==> src/hw/rtl/assert_macros.svh <==
// ----------------------------------------------------------------------------
// assert_macros.svh
// Clocked assertion shorthands used by the queue core.
// ----------------------------------------------------------------------------
`ifndef ASSERT_MACROS_SVH
`define ASSERT_MACROS_SVH

// Property checked at every rising clock edge outside reset.
`define REEQ_ASSERT(lbl, prop, msg) \
  lbl: assert property (@(posedge clk_i) disable iff (!rst_ni) (prop)) else $error(msg);

// Condition that must never be true outside reset.
`define REEQ_ASSERT_NEVER(lbl, cond, msg) \
  lbl: assert property (@(posedge clk_i) disable iff (!rst_ni) !(cond)) else $error(msg);

`endif

==> src/hw/rtl/reeq_pkg.sv <==
// ----------------------------------------------------------------------------
// reeq_pkg
// Types and constants of the rotary encoder event queue.
// ----------------------------------------------------------------------------
package reeq_pkg;

  localparam int NUM_ENCODERS = 5;
  localparam int QUEUE_DEPTH  = 16;

  localparam int PIN_W      = 5;
  localparam int IDX_W      = 3;
  localparam int DEBOUNCE_W = 16;
  localparam int IN_USE_W   = 3;
  localparam int CFG_DATA_W = 16;
  localparam int CFG_IDX_W  = 2;

  localparam int ENC_W  = (NUM_ENCODERS > 1) ? $clog2(NUM_ENCODERS) : 1;
  localparam int POS_W  = $clog2(QUEUE_DEPTH);
  localparam int CNT_W  = $clog2(QUEUE_DEPTH + 1);
  localparam int ADDR_W = (NUM_ENCODERS * QUEUE_DEPTH > 1) ?
                          $clog2(NUM_ENCODERS * QUEUE_DEPTH) : 1;

  localparam logic [DEBOUNCE_W-1:0] DEBOUNCE_RESET = DEBOUNCE_W'(60);
  localparam logic [IN_USE_W-1:0]   IN_USE_RESET   = IN_USE_W'(5);

  // Configuration register indexes
  localparam logic [CFG_IDX_W-1:0] REG_DEBOUNCE_TICKS  = CFG_IDX_W'(0);
  localparam logic [CFG_IDX_W-1:0] REG_ENCODERS_IN_USE = CFG_IDX_W'(1);

  // Item operations
  localparam logic OP_SAMPLE = 1'b0;
  localparam logic OP_POP    = 1'b1;

  typedef struct packed {
    logic             op;
    logic [PIN_W-1:0] pins_a;
    logic [PIN_W-1:0] pins_b;
    logic [IDX_W-1:0] encoder_index;
  } item_t;

  typedef struct packed {
    logic             event_valid;
    logic             turn_direction;
    logic [PIN_W-1:0] pending_mask;
    logic             overflow;
  } result_t;

endpackage

==> src/hw/rtl/reeq_if.sv <==
// ----------------------------------------------------------------------------
// reeq_if
// Valid/ready channels carrying input items and result words.
// ----------------------------------------------------------------------------
interface reeq_item_if;
  import reeq_pkg::*;

  logic  valid;
  logic  ready;
  item_t payload;

  modport source (output valid, output payload, input ready);
  modport sink   (input valid, input payload, output ready);
endinterface

interface reeq_result_if;
  import reeq_pkg::*;

  logic    valid;
  logic    ready;
  result_t payload;

  modport source (output valid, output payload, input ready);
  modport sink   (input valid, input payload, output ready);
endinterface

==> src/hw/rtl/rotary_encoder_event_queue_core.sv <==
// ----------------------------------------------------------------------------
// rotary_encoder_event_queue_core
// Quadrature direction decoder with debounce lockout and one event queue
// per encoder, all queues held in one synchronous event memory.
// ----------------------------------------------------------------------------
//
//   channel   dir   handshake        word
//   item_i    in    valid / ready    op, pins_a, pins_b, encoder_index
//   result_o  out   valid / ready    event_valid, turn_direction,
//                                    pending_mask, overflow
//   cfg       in    cfg_we_i         cfg_idx_i, cfg_wdata_i (no read-back)
//
// A sample word with no accepted edge, or a pop of an empty queue, goes
// from accept straight to S_OUT, which moves its result into the output
// register. A pop that returns an event passes through S_POPRD first for
// the event memory read, a sample with accepted edges through S_PUSH: the
// push sequencer visits every encoder once and writes the event memory for
// each edge whose queue has room. The next word is taken once the result
// has moved into the output register, so a stalled result stalls at most
// one word behind it. Reset clears all pointers and fill counts at once;
// the event memory itself is never cleared and needs no clearing pass.
//
`include "assert_macros.svh"

module rotary_encoder_event_queue_core (
  input  logic                                   clk_i,
  input  logic                                   rst_ni,
  reeq_item_if.sink                              item_i,
  reeq_result_if.source                          result_o,
  input  logic                                   cfg_we_i,
  input  logic [reeq_pkg::CFG_IDX_W-1:0]         cfg_idx_i,
  input  logic [reeq_pkg::CFG_DATA_W-1:0]        cfg_wdata_i
);
  import reeq_pkg::*;

  // Sequencer states
  localparam logic [1:0] S_IDLE  = 2'd0;
  localparam logic [1:0] S_PUSH  = 2'd1;
  localparam logic [1:0] S_POPRD = 2'd2;
  localparam logic [1:0] S_OUT   = 2'd3;

  function automatic logic [POS_W-1:0] next_pos(input logic [POS_W-1:0] pos);
    next_pos = (pos == POS_W'(QUEUE_DEPTH - 1)) ? '0 : pos + POS_W'(1);
  endfunction

  // Configuration
  logic [DEBOUNCE_W-1:0] debounce_q;
  logic [IN_USE_W-1:0]   in_use_q;

  // Control state
  logic [1:0]            state_q, state_d;
  logic [ENC_W-1:0]      scan_q;
  logic [PIN_W-1:0]      push_mask_q;
  logic [PIN_W-1:0]      push_dir_q;
  logic                  ovf_q;
  logic                  evt_valid_q;
  logic [PIN_W-1:0]      prev_b_q;
  logic [DEBOUNCE_W-1:0] lock_q;
  logic [POS_W-1:0]      wp_q   [NUM_ENCODERS];
  logic [POS_W-1:0]      rp_q   [NUM_ENCODERS];
  logic [CNT_W-1:0]      fill_q [NUM_ENCODERS];

  // Event memory: one queue of QUEUE_DEPTH entries per encoder
  logic                  event_mem_q [NUM_ENCODERS * QUEUE_DEPTH];
  logic                  rd_data_q;

  // Output register
  logic                  out_valid_q;
  result_t               out_q;

  // Combinational helpers
  logic                  item_fire;
  logic [PIN_W-1:0]      en_mask;
  logic [PIN_W-1:0]      edges;
  logic [ENC_W-1:0]      pop_sel;
  logic                  pop_hit;
  logic                  push_now;
  logic                  queue_full;
  logic                  mem_we;
  logic [ADDR_W-1:0]     mem_waddr;
  logic                  mem_re;
  logic [ADDR_W-1:0]     mem_raddr;
  logic                  out_free;
  logic [PIN_W-1:0]      pending;

  assign item_i.ready     = (state_q == S_IDLE);
  assign item_fire        = item_i.valid && item_i.ready;
  assign result_o.valid   = out_valid_q;
  assign result_o.payload = out_q;
  assign out_free         = !out_valid_q || result_o.ready;

  // Edge detect: B falling on an enabled encoder
  always_comb begin
    for (int i = 0; i < PIN_W; i++) begin
      en_mask[i] = (i < NUM_ENCODERS) && (i < int'(in_use_q));
    end
    edges = prev_b_q & ~item_i.payload.pins_b & en_mask;
  end

  // Pop lookup
  assign pop_sel = ENC_W'(item_i.payload.encoder_index);
  assign pop_hit = (int'(item_i.payload.encoder_index) < NUM_ENCODERS) &&
                   (fill_q[pop_sel] != '0);
  assign mem_re  = item_fire && (item_i.payload.op == OP_POP) && pop_hit;
  assign mem_raddr = ADDR_W'(pop_sel) * ADDR_W'(QUEUE_DEPTH) + ADDR_W'(rp_q[pop_sel]);

  // Push sequencer: one encoder per cycle
  assign push_now   = (state_q == S_PUSH) && push_mask_q[scan_q];
  assign queue_full = (fill_q[scan_q] == CNT_W'(QUEUE_DEPTH));
  assign mem_we     = push_now && !queue_full;
  assign mem_waddr  = ADDR_W'(scan_q) * ADDR_W'(QUEUE_DEPTH) + ADDR_W'(wp_q[scan_q]);

  always_comb begin
    pending = '0;
    for (int i = 0; i < PIN_W; i++) begin
      if (i < NUM_ENCODERS) begin
        pending[i] = (fill_q[i] != '0);
      end
    end
  end

  // Next state
  always_comb begin
    state_d = state_q;
    unique case (state_q)
      S_IDLE: begin
        if (item_fire) begin
          if (item_i.payload.op == OP_POP) begin
            state_d = pop_hit ? S_POPRD : S_OUT;
          end else if ((lock_q == '0) && (edges != '0)) begin
            state_d = S_PUSH;
          end else begin
            state_d = S_OUT;
          end
        end
      end
      S_PUSH: begin
        if (scan_q == ENC_W'(NUM_ENCODERS - 1)) begin
          state_d = S_OUT;
        end
      end
      S_POPRD: state_d = S_OUT;
      S_OUT: begin
        if (out_free) begin
          state_d = S_IDLE;
        end
      end
      default: state_d = S_IDLE;
    endcase
  end

  // Event memory: write on push, registered read on pop
  always_ff @(posedge clk_i) begin
    if (mem_we) begin
      event_mem_q[mem_waddr] <= push_dir_q[scan_q];
    end
    if (mem_re) begin
      rd_data_q <= event_mem_q[mem_raddr];
    end
  end

  // Configuration registers
  always_ff @(posedge clk_i or negedge rst_ni) begin
    if (!rst_ni) begin
      debounce_q <= DEBOUNCE_RESET;
      in_use_q   <= IN_USE_RESET;
    end else if (cfg_we_i) begin
      unique case (cfg_idx_i)
        REG_DEBOUNCE_TICKS:  debounce_q <= cfg_wdata_i[DEBOUNCE_W-1:0];
        REG_ENCODERS_IN_USE: in_use_q   <= cfg_wdata_i[IN_USE_W-1:0];
        default: ;
      endcase
    end
  end

  // Control path
  always_ff @(posedge clk_i or negedge rst_ni) begin
    if (!rst_ni) begin
      state_q     <= S_IDLE;
      scan_q      <= '0;
      push_mask_q <= '0;
      push_dir_q  <= '0;
      ovf_q       <= 1'b0;
      evt_valid_q <= 1'b0;
      prev_b_q    <= '1;
      lock_q      <= DEBOUNCE_RESET;
      out_valid_q <= 1'b0;
      for (int e = 0; e < NUM_ENCODERS; e++) begin
        wp_q[e]   <= '0;
        rp_q[e]   <= '0;
        fill_q[e] <= '0;
      end
    end else begin
      state_q <= state_d;

      // Hand the finished word to the output register, else drop the
      // output word once taken
      if ((state_q == S_OUT) && out_free) begin
        out_valid_q <= 1'b1;
      end else if (out_valid_q && result_o.ready) begin
        out_valid_q <= 1'b0;
      end

      if (item_fire) begin
        scan_q <= '0;
        ovf_q  <= 1'b0;
        if (item_i.payload.op == OP_POP) begin
          evt_valid_q <= pop_hit;
          push_mask_q <= '0;
          if (pop_hit) begin
            rp_q[pop_sel]   <= next_pos(rp_q[pop_sel]);
            fill_q[pop_sel] <= fill_q[pop_sel] - CNT_W'(1);
          end
        end else begin
          evt_valid_q <= 1'b0;
          prev_b_q    <= item_i.payload.pins_b;
          push_dir_q  <= item_i.payload.pins_a;
          if ((lock_q == '0) && (edges != '0)) begin
            // Accepted edge: reload the lockout and queue every edge
            push_mask_q <= edges;
            lock_q      <= debounce_q;
          end else begin
            push_mask_q <= '0;
            if (lock_q != '0) begin
              lock_q <= lock_q - DEBOUNCE_W'(1);
            end
          end
        end
      end

      if (state_q == S_PUSH) begin
        scan_q <= scan_q + ENC_W'(1);
        if (push_now) begin
          if (queue_full) begin
            ovf_q <= 1'b1;
          end else begin
            wp_q[scan_q]   <= next_pos(wp_q[scan_q]);
            fill_q[scan_q] <= fill_q[scan_q] + CNT_W'(1);
          end
        end
      end
    end
  end

  // Output payload, no reset
  always_ff @(posedge clk_i) begin
    if ((state_q == S_OUT) && out_free) begin
      out_q.event_valid    <= evt_valid_q;
      out_q.turn_direction <= evt_valid_q & rd_data_q;
      out_q.pending_mask   <= pending;
      out_q.overflow       <= ovf_q;
    end
  end

  // Assertions
  `REEQ_ASSERT(pop_hit_reads,
    (item_fire && (item_i.payload.op == OP_POP) && pop_hit) |=> (state_q == S_POPRD),
    "pop of a non-empty queue did not start a memory read")

  `REEQ_ASSERT_NEVER(pop_has_overflow,
    out_valid_q && out_q.event_valid && out_q.overflow,
    "popped event word carries an overflow flag")

  `REEQ_ASSERT(lockout_counts_down,
    (item_fire && (item_i.payload.op == OP_SAMPLE) && (lock_q != '0))
      |=> (lock_q == $past(lock_q) - DEBOUNCE_W'(1)),
    "lockout did not count down on a sample")

  for (genvar g = 0; g < NUM_ENCODERS; g++) begin : g_fill_chk
    `REEQ_ASSERT_NEVER(fill_bound,
      fill_q[g] > CNT_W'(QUEUE_DEPTH),
      "queue fill count above queue depth")
  end

endmodule

==> src/flat_wrapper.sv <==
// flat-port wrapper written by rule: the top's interface ports become plain ports
module rotary_encoder_event_queue_core_flat import reeq_pkg::*;
  (clk_i, rst_ni, cfg_we_i, cfg_idx_i, cfg_wdata_i, item_i_valid, item_i_payload, item_i_ready, result_o_valid, result_o_payload, result_o_ready);
  reeq_item_if item_i_i ();
  reeq_result_if result_o_i ();
  input  logic clk_i;
  input  logic rst_ni;
  input  logic cfg_we_i;
  input  logic [reeq_pkg::CFG_IDX_W-1:0] cfg_idx_i;
  input  logic [reeq_pkg::CFG_DATA_W-1:0] cfg_wdata_i;
  input wire logic [$bits(item_i_i.valid)-1:0] item_i_valid;
  input wire logic [$bits(item_i_i.payload)-1:0] item_i_payload;
  output wire logic [$bits(item_i_i.ready)-1:0] item_i_ready;
  output wire logic [$bits(result_o_i.valid)-1:0] result_o_valid;
  output wire logic [$bits(result_o_i.payload)-1:0] result_o_payload;
  input wire logic [$bits(result_o_i.ready)-1:0] result_o_ready;
  assign item_i_i.valid = item_i_valid;
  assign item_i_i.payload = item_i_payload;
  assign item_i_ready = item_i_i.ready;
  assign result_o_valid = result_o_i.valid;
  assign result_o_payload = result_o_i.payload;
  assign result_o_i.ready = result_o_ready;
  rotary_encoder_event_queue_core u_core (.clk_i(clk_i), .rst_ni(rst_ni), .item_i(item_i_i), .result_o(result_o_i), .cfg_we_i(cfg_we_i), .cfg_idx_i(cfg_idx_i), .cfg_wdata_i(cfg_wdata_i));
endmodule
==> config.mk <==
export PLATFORM = sky130hd
export DESIGN_NAME = rotary_encoder_event_queue_core_flat
export DESIGN_NICKNAME = d
export VERILOG_FILES = /design/src/hw/rtl/reeq_pkg.sv /design/src/hw/rtl/reeq_if.sv /design/src/hw/rtl/rotary_encoder_event_queue_core.sv /design/src/flat_wrapper.sv
export VERILOG_INCLUDE_DIRS = /design/src /design/src/hw/rtl
export SDC_FILE = /design/constraint.sdc
export NUM_CORES = 1
export LEC_CHECK = 0
export BUFFER_PORTS_ARGS = -buffer_cell sky130_fd_sc_hd__buf_2
export CAP_MARGIN = 20
export CORE_UTILIZATION = 56
export CTS_CLUSTER_SIZE = 30
export DETAILED_ROUTE_END_ITERATION = 8
export MAX_ROUTING_LAYER = met4
export PLACE_DENSITY = 0.76
export SLEW_MARGIN = 20
export SYNTH_ARGS = -nofsm -noshare
export SYNTH_HDL_FRONTEND = slang
export SYNTH_SLANG_ARGS = --single-unit
==> constraint.sdc <==
create_clock -name clk_i -period 3.18 [get_ports clk_i]
set_input_delay 0.159 -clock clk_i [delete_from_list [all_inputs] [get_ports clk_i]]
set_output_delay 0.159 -clock clk_i [all_outputs]
set_load 0.1 [all_outputs]
==> run_results.csv, run 1 <==
group,metric,value,unit
finish,fillers,1401,
clock_tree,clk_latency,0.51,ns
worst_setup_path,crit_buf_inv,3,
floorplanning,core-area,18700,µm²
flow_run,cap_violations,0,
sta,fmax,344,MHz
grt,grt_pass1_vias,7982,
min_path,min-delay-start,"item_i_payload[13]",
worst_setup_path,cpMostUsedCell,"nand2_1",
yosys,synth_flop_cell,"dfrtp_1",
place,portBuffers,46,
worst_setup_path,cp-end-kind,"register",
sta,whs,0.103,ns
clock_tree,cts_made_buffers,22,
sta,setup_violations,0,
clock_tree,clockRootBuffer,"clkbuf_16",
power,leakage,4.94,nW
worst_setup_path,r2r-start,"u_core.scan_q[2]",
finish,layout_common_cells,"126 x nor2_1, 107 x dfrtp_1, 102 x nand2_1",
sta,min_period,2.91,ns
floorplanning,start_util,0.571,
yosys,syn_nets,996,
grt,grt_overflow,0,
sta,fin_setup_tns,0,ns
clock_tree,clkTransAtPathRegs,0.06,ns
worst_setup_path,crit_fanout,13,
worst_setup_path,cp.arrival,3.28,ns
min_path,hp-class,"in2reg",
grt,grt_antenna_before_repair,0,
worst_setup_path,worstPathCellList,"inv_2, nor3_2, a22o_1, inv_1, ha_1, nand4_1, and2b_1, nand2_1, buf_4, nand2_1, o21ai_1",
yosys,synth_enable_flop_cells,89,
sta,relSlewSlack,0.528,
worst_setup_path,crit_slowest_cell,"dfrtp_1",
grt,grt_pass1_wl,42300,µm
yosys,synth-seq-cells,212,
yosys,avgSynthCellArea,11.3,µm²
yosys,syn-instance-count,946,
grt,grt_start_max_net_pins,81,
power,peakVddDrop,0.569,mV
sta,slew_violations,0,
clock_tree,cts_buffer_depth,3,
yosys,synthArstFlopShare,0.580,
floorplanning,die-area,19600,µm²
detailed_routing,ant_nets,0,
clock_tree,cts_sinks,212,
detailed_routing,firstDrtPassIters,5,
yosys,ys_types,73,
sta,clock-skew-final,0.0228,ns
sta,rsz0062_at_grt,"no",
finish,finalInstanceArea,12300,µm²
finish,final_nets,1094,
sta,tightest_slew,0.708,ns
finish,antennaDiodeCount,0,
clock_tree,cts_setup_buffers,0,
sta,hold_viol_final,0,
sta,post-route-period-util,0.915,
finish,drive_gt1_frac,0.241,
place,dp_hpwl,17400,µm
detailed_routing,drt_iter0_markers,762,
detailed_routing,drc_errors,0,
yosys,yosysWarnings,0,
place,gp_congestion,0.989,
detailed_routing,dr_total_vias,7941,
yosys,syn_area,10700,µm²
power,power_density,778,nW/µm²
floorplanning,io_pins,47,
floorplanning,die_h,140,µm
floorplanning,fp.dieW,140,µm
run_status,outcome,"finished, final reports clean",
worst_setup_path,crit_type,"reg2reg",
detailed_routing,via_per_inst,6.14,
worst_setup_path,critPathRequiredTime,3.55,ns
grt,grtUsageTotal,0.284,
place,placed_cell_area,11300,µm²
worst_setup_path,crit_family,"simple AND/OR/NAND/NOR gates",
clock_tree,htreeDepth,1,
detailed_routing,avgRoutedWirePerCell,20.3,µm
yosys,yosysSeqAreaShare,0.541,
floorplanning,rows,50,
finish,area_growth,15.0,%
worst_setup_path,critPathLaunch,"u_core.scan_q[2]",
finish,final_common_cell,"nor2_1",
worst_setup_path,crit_path_max_incr_delay,0.51,ns
detailed_routing,wirelength,26300,µm
clock_tree,cts_tree,"done",
worst_setup_path,critPathLaunchType,"register",
[final cells by class]
class | instances | area [µm²] | area share
Clock buffer | 26 | 587 | 0.0478
Timing Repair Buffer | 124 | 901 | 0.0734
Tap cell | 234 | 293 | 0.0238
Sequential cell | 212 | 5770 | 0.470
Clock inverter | 14 | 119 | 0.00968
Multi-Input combinational cell | 665 | 4530 | 0.369
Inverter | 19 | 76.3 | 0.00622
[routing by layer]
metal,GRT usage,up-vias,share of wire
met2,0.464,308,0.49
met3,0.0421,55,0.069
met4,0.0856,0,0.027
li1,-,3632,-
met1,0.369,3946,0.41
met5,-,-,0
[sequential cells by signal, summed over array words and instances (netlist names)]
register,count
u_core.ovf_q,1
u_core.state_q,2
u_core.push_dir_q,5
u_core.rp_q,20
u_core.lock_q,16
u_core.rd_data_q,1
u_core.wp_q,20
u_core.push_mask_q,5
u_core.event_mem_q,80
u_core.evt_valid_q,1
u_core.scan_q,3
u_core.prev_b_q,5
u_core.in_use_q,3
u_core.result_o.valid,1
u_core.fill_q,25
u_core.result_o.payload,8
u_core.debounce_q,16
[per-stage QoR]
step,utilization,setup WS [ns],std cells,total power [W]
2_1_floorplan,-,0.0305,946,0.00608
3_3_place_gp,0.603,0.144,1226,0.00690
3_5_place_dp,0.603,0.133,1226,0.00697
4_1_cts,0.656,0.202,1294,0.00954
5_1_grt,0.656,0.0565,1294,0.0100
6_report,0.656,0.272,1294,0.00955
[power breakdown]
part | internal [W] | switching [W]
registers | 0.00366 | 0.000376
logic | 0.00105 | 0.00191
clock network | 0.00148 | 0.00107
total | 0.00620 | 0.00336
[timing repair]
item                                    in CTS  in global routing
hold buffers                                28                  0
endpoints found under the hold margin       70                  0
resized for setup                            0                  3
endpoints found under the setup margin       0                  9
[path summary, 6_finish.rpt]
| check | slack, ns | cells past startpoint | to |
|---|---|---|---|
| max in group asynchronous | 2.21 | 3 | u_core.lock_q[5] |
| worst min register to register | 0.45 | 0 | u_core.result_o.payload[0] |
| worst max-delay path | 0.27 | 11 | u_core.fill_q[19] |
| worst max register to register | 0.27 | 11 | u_core.fill_q[19] |
| min in group asynchronous | 0.17 | 2 | u_core.result_o.valid |
| worst min-delay path | 0.10 | 5 | u_core.state_q[1] |
[synth_stat cells (all sizes together) (11+ instances only)]
library cell / instances / area [µm²]
edfxtp: 89 / 2670
mux2: 77 / 882
inv: 19 / 76.3
nor3: 23 / 141
o21ai: 50 / 250
a211oi: 14 / 105
nor2: 126 / 473
mux2i: 35 / 350
clkbuf: 15 / 56.3
nand2: 103 / 389
buf: 35 / 255
a21oi: 48 / 240
nor2b: 11 / 68.8
mux4: 13 / 293
dfstp: 15 / 394
ha: 13 / 163
dfrtp: 108 / 2700
nand3: 21 / 105
[logic make-up (layout without fill, tap and decap cells)]
kind of cell             count (synthesis)  in the layout  synth area share
XOR/XNOR                                 8              8           0.00657
AO/OA/AOI/OAI                          179            179             0.109
buffers and inverters                   69            183            0.0363
adder cells (fa/ha/maj)                 13             13            0.0152
flip-flops                             212            212             0.541
AND/OR/NAND/NOR                        340            340             0.150
multiplexers                           125            125             0.143
[worst register-to-register path: stages, from the launching register on]
cell and delay [ns]:
dfrtp_1 0.51, inv_2 0.07, nor3_2 0.42, a22o_1 0.22, inv_1 0.06, ha_1 0.19, nand4_1 0.09, and2b_1 0.44
nand2_1 0.36, buf_4 0.27, nand2_1 0.07, o21ai_1 0.07
No activity file was read; power rests on OpenSTA's default activity.
==> inputs of run 2 (changes only) <==
--- a/config.mk
+++ b/config.mk
@@ -6,6 +6,7 @@
 export SDC_FILE = /design/constraint.sdc
 export NUM_CORES = 1
 export LEC_CHECK = 0
+export ABC_AREA = 1
 export BUFFER_PORTS_ARGS = -buffer_cell sky130_fd_sc_hd__buf_2
 export CAP_MARGIN = 20
 export CORE_UTILIZATION = 56
@@ -13,6 +14,7 @@
 export DETAILED_ROUTE_END_ITERATION = 8
 export MAX_ROUTING_LAYER = met4
 export PLACE_DENSITY = 0.76
+export SKIP_CTS_REPAIR_TIMING = 1
 export SLEW_MARGIN = 20
 export SYNTH_ARGS = -nofsm -noshare
 export SYNTH_HDL_FRONTEND = slang
==> constraint.sdc (replaced) <==
create_clock -name clk_i -period 3.18 [get_ports clk_i]
set_input_delay 0.477 -clock clk_i [delete_from_list [all_inputs] [get_ports clk_i]]
set_output_delay 0.477 -clock clk_i [all_outputs]
set_load 0.1 [all_outputs]
==> run 2 against run 1 <==
Net effect: setup slack got worse by 0.016 ns; final cell count increased by 28%; utilization decreased by 0.30 points; synthesized cell count increased by 40%; sequential power decreased by 5.2%; clock skew decreased by 0.0088 ns; critical path depth increased by 1; combinational power decreased by 2%; largest cell class unchanged; first-iteration DRC count increased by 29%; fmax decreased by 0.54%; flip-flop and latch count unchanged; die area increased by 3.3%.
==> run_results.csv, run 2 <==
group,metric,value,unit
run_status,outcome,"finished, final reports clean",
place,gp_congestion,0.946,
place,portBuffers,46,
detailed_routing,firstDrtPassIters,8,
finish,final_nets,1433,
detailed_routing,avgRoutedWirePerCell,16.7,µm
clock_tree,clk_latency,0.51,ns
sta,fmax,342,MHz
yosys,synth_common_cells,"410 x nand2_1, 161 x inv_1, 131 x nor2_1, 108 x dfrtp_1, 100 x nand3_1",
finish,finalInstanceArea,12400,µm²
yosys,syn_nets,1373,
yosys,syn_area,11000,µm²
place,placed_cell_area,11600,µm²
yosys,synthArstFlopShare,0.580,
sta,hold_viol_final,0,
floorplanning,fp.dieW,142,µm
power,sequentialPowerShare,0.400,
power,internal_power,0.00607,W
clock_tree,cts_tree,"done",
clock_tree,clkTransAtPathRegs,0.06,ns
min_path,hp-class,"in2async",
floorplanning,core-area,19000,µm²
detailed_routing,wl_met3,2050,µm
worst_setup_path,cp.arrival,3.13,ns
worst_setup_path,cp-end-kind,"register",
flow_run,cap_violations,0,
clock_tree,cts_buffer_depth,3,
clock_tree,htreeDepth,1,
sta,rsz0062_at_grt,"yes",
power,leakage,5.76,nW
worst_setup_path,crit_type,"reg2reg",
yosys,avgSynthCellArea,8.34,µm²
worst_setup_path,critPathLaunchType,"register",
worst_setup_path,crit_path_max_incr_delay,0.44,ns
finish,top_register,"u_core.event_mem_q",
worst_setup_path,crit_slowest_cell,"dfrtp_1",
finish,area_growth,12.6,%
yosys,yosysTopAreaCellShare,0.245,
power,peakVddDrop,0.663,mV
yosys,ys_types,49,
detailed_routing,wl_met1,11900,µm
yosys,yosysWarnings,0,
yosys,yosysSeqAreaShare,0.523,
grt,grt_overflow,0,
finish,largest_register_ffs,80,
grt,grt_start_max_net_pins,81,
finish,multi_input_area,4400,µm²
detailed_routing,dr_total_vias,9219,
detailed_routing,drt_iter0_markers,980,
worst_setup_path,critPathRequiredTime,3.39,ns
detailed_routing,via_per_inst,5.56,
place,dp_hpwl,19300,µm
grt,grt_pass1_wl,45000,µm
sta,tightest_slew,1.04,ns
detailed_routing,wirelength,27800,µm
clock_tree,cts_sinks,212,
detailed_routing,met2_length,13200,µm
sta,min_period,2.92,ns
sta,relSlewSlack,0.309,
yosys,yosysMostFrequentCell,"nand2_1",
grt,grt_pass1_vias,8778,
yosys,synth_enable_flop_cells,89,
finish,fillers,1641,
sta,slew_violations,0,
power,power_frac_comb,0.304,
detailed_routing,highest_layer,"met4",
clock_tree,cts_made_buffers,23,
sta,clock-skew-final,0.0140,ns
grt,grtUsageTotal,0.295,
power,power_switching,0.00351,W
floorplanning,die-area,20300,µm²
sta,setup_violations,0,
worst_setup_path,worstPathCellList,"bufinv_8, nand3_4, inv_2, a21oi_1, nand2_1, inv_1, ha_1, nand3_1, nand2_1, inv_2, nand4_2, nor2_1",
floorplanning,io_pins,47,
detailed_routing,ant_nets,0,
worst_setup_path,crit_fanout,13,
finish,final_util,0.653,
yosys,synth-seq-cells,212,
finish,largestRegisters,"u_core.event_mem_q (80), u_core.fill_q (25)",
yosys,synth.largest_area_cell,"dfrtp_1",
finish,drive_gt1_frac,0.139,
detailed_routing,drc_errors,0,
finish,seqCellArea,5770,µm²
yosys,synth_flop_cell,"dfrtp_1",
floorplanning,die_h,142,µm
power,power_density,771,nW/µm²
finish,layout_common_cells,"410 x nand2_1, 161 x inv_1, 130 x nor2_1",
finish,antennaDiodeCount,0,
yosys,synthTopCellsByArea,"dfrtp_1 25%, edfxtp_1 24%, nand2_1 14%, inv_1 5.5%, nand3_1 4.5%",
power,sw_frac_of_total,0.367,
floorplanning,rows,50,
grt,grt_antenna_before_repair,0,
clock_tree,clockRootBuffer,"clkbuf_16",
sta,post-route-period-util,0.920,
finish,final_common_cell,"nand2_1",
floorplanning,start_util,0.580,
yosys,syn-instance-count,1323,
power,clock_power_share,0.296,
-- run 2: path summary, 6_finish.rpt --
check | from | end | slack (ns) | cells after the start
setup / recovery | u_core.scan_q[0] | u_core.event_mem_q[74] | 0.26 | 12
hold / removal | rst_ni | u_core.state_q[1] | 0.03 | 1
setup reg to reg | u_core.scan_q[0] | u_core.event_mem_q[74] | 0.26 | 12
hold reg to reg | u_core.push_dir_q[2] | u_core.push_dir_q[2] | 0.47 | 2
max in group asynchronous | rst_ni | u_core.rp_q[11] | 2.37 | 2
min in group clk_i | item_i_payload[10] | u_core.push_dir_q[2] | 0.16 | 3
-- run 2: cells by family (layout without fill, tap and decap cells) --
| kind of cell | Yosys count | after routing | synth area share |
|---|---|---|---|
| xor+xnor | 11 | 11 | 0.00873 |
| compound gates | 148 | 148 | 0.0789 |
| fa+ha+maj | 13 | 13 | 0.0147 |
| buf+inv | 210 | 286 | 0.0779 |
| flops | 212 | 212 | 0.523 |
| simple gates | 717 | 717 | 0.284 |
| mux | 12 | 12 | 0.0123 |
-- run 2: final cells by class --
cell class                 count  share of cell area
clock inverter                 6             0.00544
tap                          260              0.0262
multi-input combinational    901               0.354
inverter                     181              0.0562
clock buffer                  35              0.0608
sequential                   212               0.464
timing repair buffer          64              0.0326
-- run 2: critical path, delay by kind of cell, from the launching register on --
family	cells	cell delay, ns
buffers and inverters	4	0.81
adder cells (fa/ha/maj)	1	0.21
flip-flops	1	0.44
AO/OA/AOI/OAI	1	0.10
AND/OR/NAND/NOR	6	1.05
-- run 2: power by group through the flow --
stage / logic, W / clock network, W / registers [W]
global placement: 0.00278 / 0 / 0.00385
finish: 0.00291 / 0.00283 / 0.00383
floorplan: 0.00185 / 0 / 0.00398
CTS: 0.00289 / 0.00286 / 0.00382
global route: 0.00323 / 0.00296 / 0.00387
detailed placement: 0.00286 / 0 / 0.00387
-- run 2: metal layers --
layer	global-route usage	vias to the layer above
li1	-	4406
met1	0.398	4397
met2	0.469	367
met3	0.0367	49
met4	0.0877	0
met5	-	-
-- run 2: metrics by stage --
step                setup WS, ns  power [W]  cells  setup TNS [ns]  hold WS (ns)
floorplan                  0.243    0.00583   1323               0         0.181
global placement           0.425    0.00664   1618               0         0.453
detailed placement         0.288    0.00673   1618               0         0.462
CTS                        0.264    0.00958   1659               0        0.0503
global route            -0.00854     0.0101   1659         -0.0107        0.0979
finish                     0.256    0.00958   1659               0        0.0250
==> inputs of run 3 (changes only) <==
--- a/config.mk
+++ b/config.mk
@@ -6,14 +6,12 @@
 export SDC_FILE = /design/constraint.sdc
 export NUM_CORES = 1
 export LEC_CHECK = 0
-export ABC_AREA = 1
 export BUFFER_PORTS_ARGS = -buffer_cell sky130_fd_sc_hd__buf_2
-export CAP_MARGIN = 20
-export CORE_UTILIZATION = 56
+export CAP_MARGIN = 10
+export CORE_UTILIZATION = 35
 export CTS_CLUSTER_SIZE = 30
 export DETAILED_ROUTE_END_ITERATION = 8
 export MAX_ROUTING_LAYER = met4
-export PLACE_DENSITY = 0.76
 export SKIP_CTS_REPAIR_TIMING = 1
 export SLEW_MARGIN = 20
 export SYNTH_ARGS = -nofsm -noshare
==> run 3 against run 2 <==
Net effect: sequential share of layout area about the same; largest power group unchanged; critical path type unchanged; utilization decreased by 24 points; critical endpoint is now u_core.fill_q[23]; fmax increased by 0.98%; setup slack better by 0.028 ns.
==> run_results.csv, run 3 (same netlist as run 1, synthesis figures left out) <==
group,metric,value,unit
power,peakVddDrop,0.496,mV
power,internal_power,0.00646,W
worst_setup_path,crit_type,"reg2reg",
floorplanning,die_h,177,µm
clock_tree,cts_sinks,212,
detailed_routing,dr_total_vias,7626,
sta,clock-skew-final,0.0226,ns
grt,grt_overflow,0,
place,placed_cell_area,11600,µm²
place,dp_hpwl,17900,µm
sta,relSlewSlack,0.397,
clock_tree,cts_buffer_depth,3,
worst_setup_path,crit_fanout,10,
clock_tree,cts_made_buffers,25,
power,power_frac_comb,0.298,
detailed_routing,via_per_inst,5.29,
sta,fmax,345,MHz
clock_tree,clk_latency,0.54,ns
floorplanning,start_util,0.358,
finish,layout_common_cells,"126 x nor2_1, 108 x dfrtp_1, 102 x nand2_1",
power,sequentialPowerShare,0.409,
min_path,hp-class,"in2async",
sta,hold_viol_final,0,
detailed_routing,wl_met3,1370,µm
power,leakage,4.96,nW
place,place_ws,0.162,ns
detailed_routing,highest_layer,"met4",
floorplanning,io_pins,47,
run_status,outcome,"finished, final reports clean",
detailed_routing,avgRoutedWirePerCell,18.0,µm
floorplanning,fp.dieW,177,µm
finish,area_growth,16.3,%
power,power_density,795,nW/µm²
worst_setup_path,critPathLaunchType,"register",
clock_tree,clkTransAtPathRegs,0.06,ns
finish,final_nets,1082,
finish,largestRegisters,"u_core.event_mem_q (80), u_core.fill_q (25)",
detailed_routing,met2_length,12400,µm
sta,slew_violations,0,
grt,grt_pass1_vias,7716,
floorplanning,rows,63,
finish,fillers,2843,
finish,antennaDiodeCount,0,
worst_setup_path,cp-end-kind,"register",
sta,timing.final.ws_setup,0.284,ns
detailed_routing,drt_iter0_markers,576,
grt,grt_pass1_wl,41900,µm
finish,final_util,0.417,
place,portBuffers,46,
detailed_routing,wl_met1,11700,µm
grt,grt_antenna_before_repair,0,
flow_run,cap_violations,0,
worst_setup_path,ff2ff_path_depth,9,
sta,fin_setup_tns,0,ns
sta,min_period,2.90,ns
clock_tree,cts_tree,"done",
sta,post-route-period-util,0.911,
clock_tree,htreeDepth,1,
detailed_routing,ant_nets,0,
finish,finalInstanceArea,12400,µm²
place,gp_congestion,0.927,
worst_setup_path,critPathRequiredTime,3.63,ns
finish,top_register,"u_core.event_mem_q",
finish,largest_register_ffs,80,
finish,drive_gt1_frac,0.260,
floorplanning,core-area,29800,µm²
grt,grtUsageTotal,0.176,
detailed_routing,firstDrtPassIters,5,
power,sw_frac_of_total,0.346,
finish,final_common_cell,"nor2_1",
sta,tightest_slew,0.904,ns
clock_tree,clockRootBuffer,"clkbuf_16",
power,power_switching,0.00341,W
sta,rsz0062_at_grt,"no",
power,clock_power_share,0.293,
grt,grt_start_max_net_pins,81,
sta,setup_violations,0,
floorplanning,die-area,31200,µm²
detailed_routing,drc_errors,0,
worst_setup_path,cp.arrival,3.35,ns
detailed_routing,wirelength,26000,µm
[run 3: worst max-delay path: stages (launching register included)]
cell and delay (ns):
dfrtp_1 0.48, buf_4 0.20, mux4_2 0.51, a22oi_1 0.31
nand4_1 0.19, and2b_1 0.24, buf_4 0.18, nand2_1 0.26
buf_4 0.22, mux2i_1 0.24
[run 3: metrics by stage]
step | instances | hold slack (ns) | power [W]
6_report | 1441 | 0.0852 | 0.00987
5_1_grt | 1441 | 0.164 | 0.0104
4_1_cts | 1441 | 0.114 | 0.00995
3_5_place_dp | 1395 | 0.469 | 0.00702
3_3_place_gp | 1395 | 0.467 | 0.00696
2_1_floorplan | 946 | 0.181 | 0.00608
[run 3: power by group through the flow]
stage	Combinational, W	Clock, W	Sequential (W)
2_1_floorplan	0.00196	0	0.00412
3_3_place_gp	0.00289	0	0.00407
3_5_place_dp	0.00294	0	0.00407
4_1_cts	0.00296	0.00297	0.00403
5_1_grt	0.00325	0.00306	0.00408
6_report	0.00294	0.00289	0.00403
[run 3: layer usage]
layer | up-vias | global-route usage
met4 | 0 | 0.0463
met3 | 37 | 0.0260
met5 | - | -
met1 | 3792 | 0.235
met2 | 197 | 0.279
li1 | 3600 | -
[run 3: final timing paths]
kind / from / endpoint / slack (ns)
worst min register to register: u_core.ovf_q / u_core.result_o.payload[0] / 0.48
worst max-delay path: u_core.scan_q[0] / u_core.fill_q[23] / 0.28
worst min-delay path: rst_ni / u_core.lock_q[6] / 0.09
worst max register to register: u_core.scan_q[0] / u_core.fill_q[23] / 0.28
max in group asynchronous: rst_ni / u_core.wp_q[7] / 2.36
min in group clk_i: cfg_wdata_i[0] / u_core.debounce_q[0] / 0.18
[run 3: area by class of cell]
type	count	area (µm²)	area share
Sequential cell	212	5770	0.465
Inverter	19	76.3	0.00615
Tap cell	390	488	0.0393
Clock inverter	10	123	0.00988
Timing Repair Buffer	109	718	0.0579
Clock buffer	36	717	0.0578
Multi-Input combinational cell	665	4520	0.364
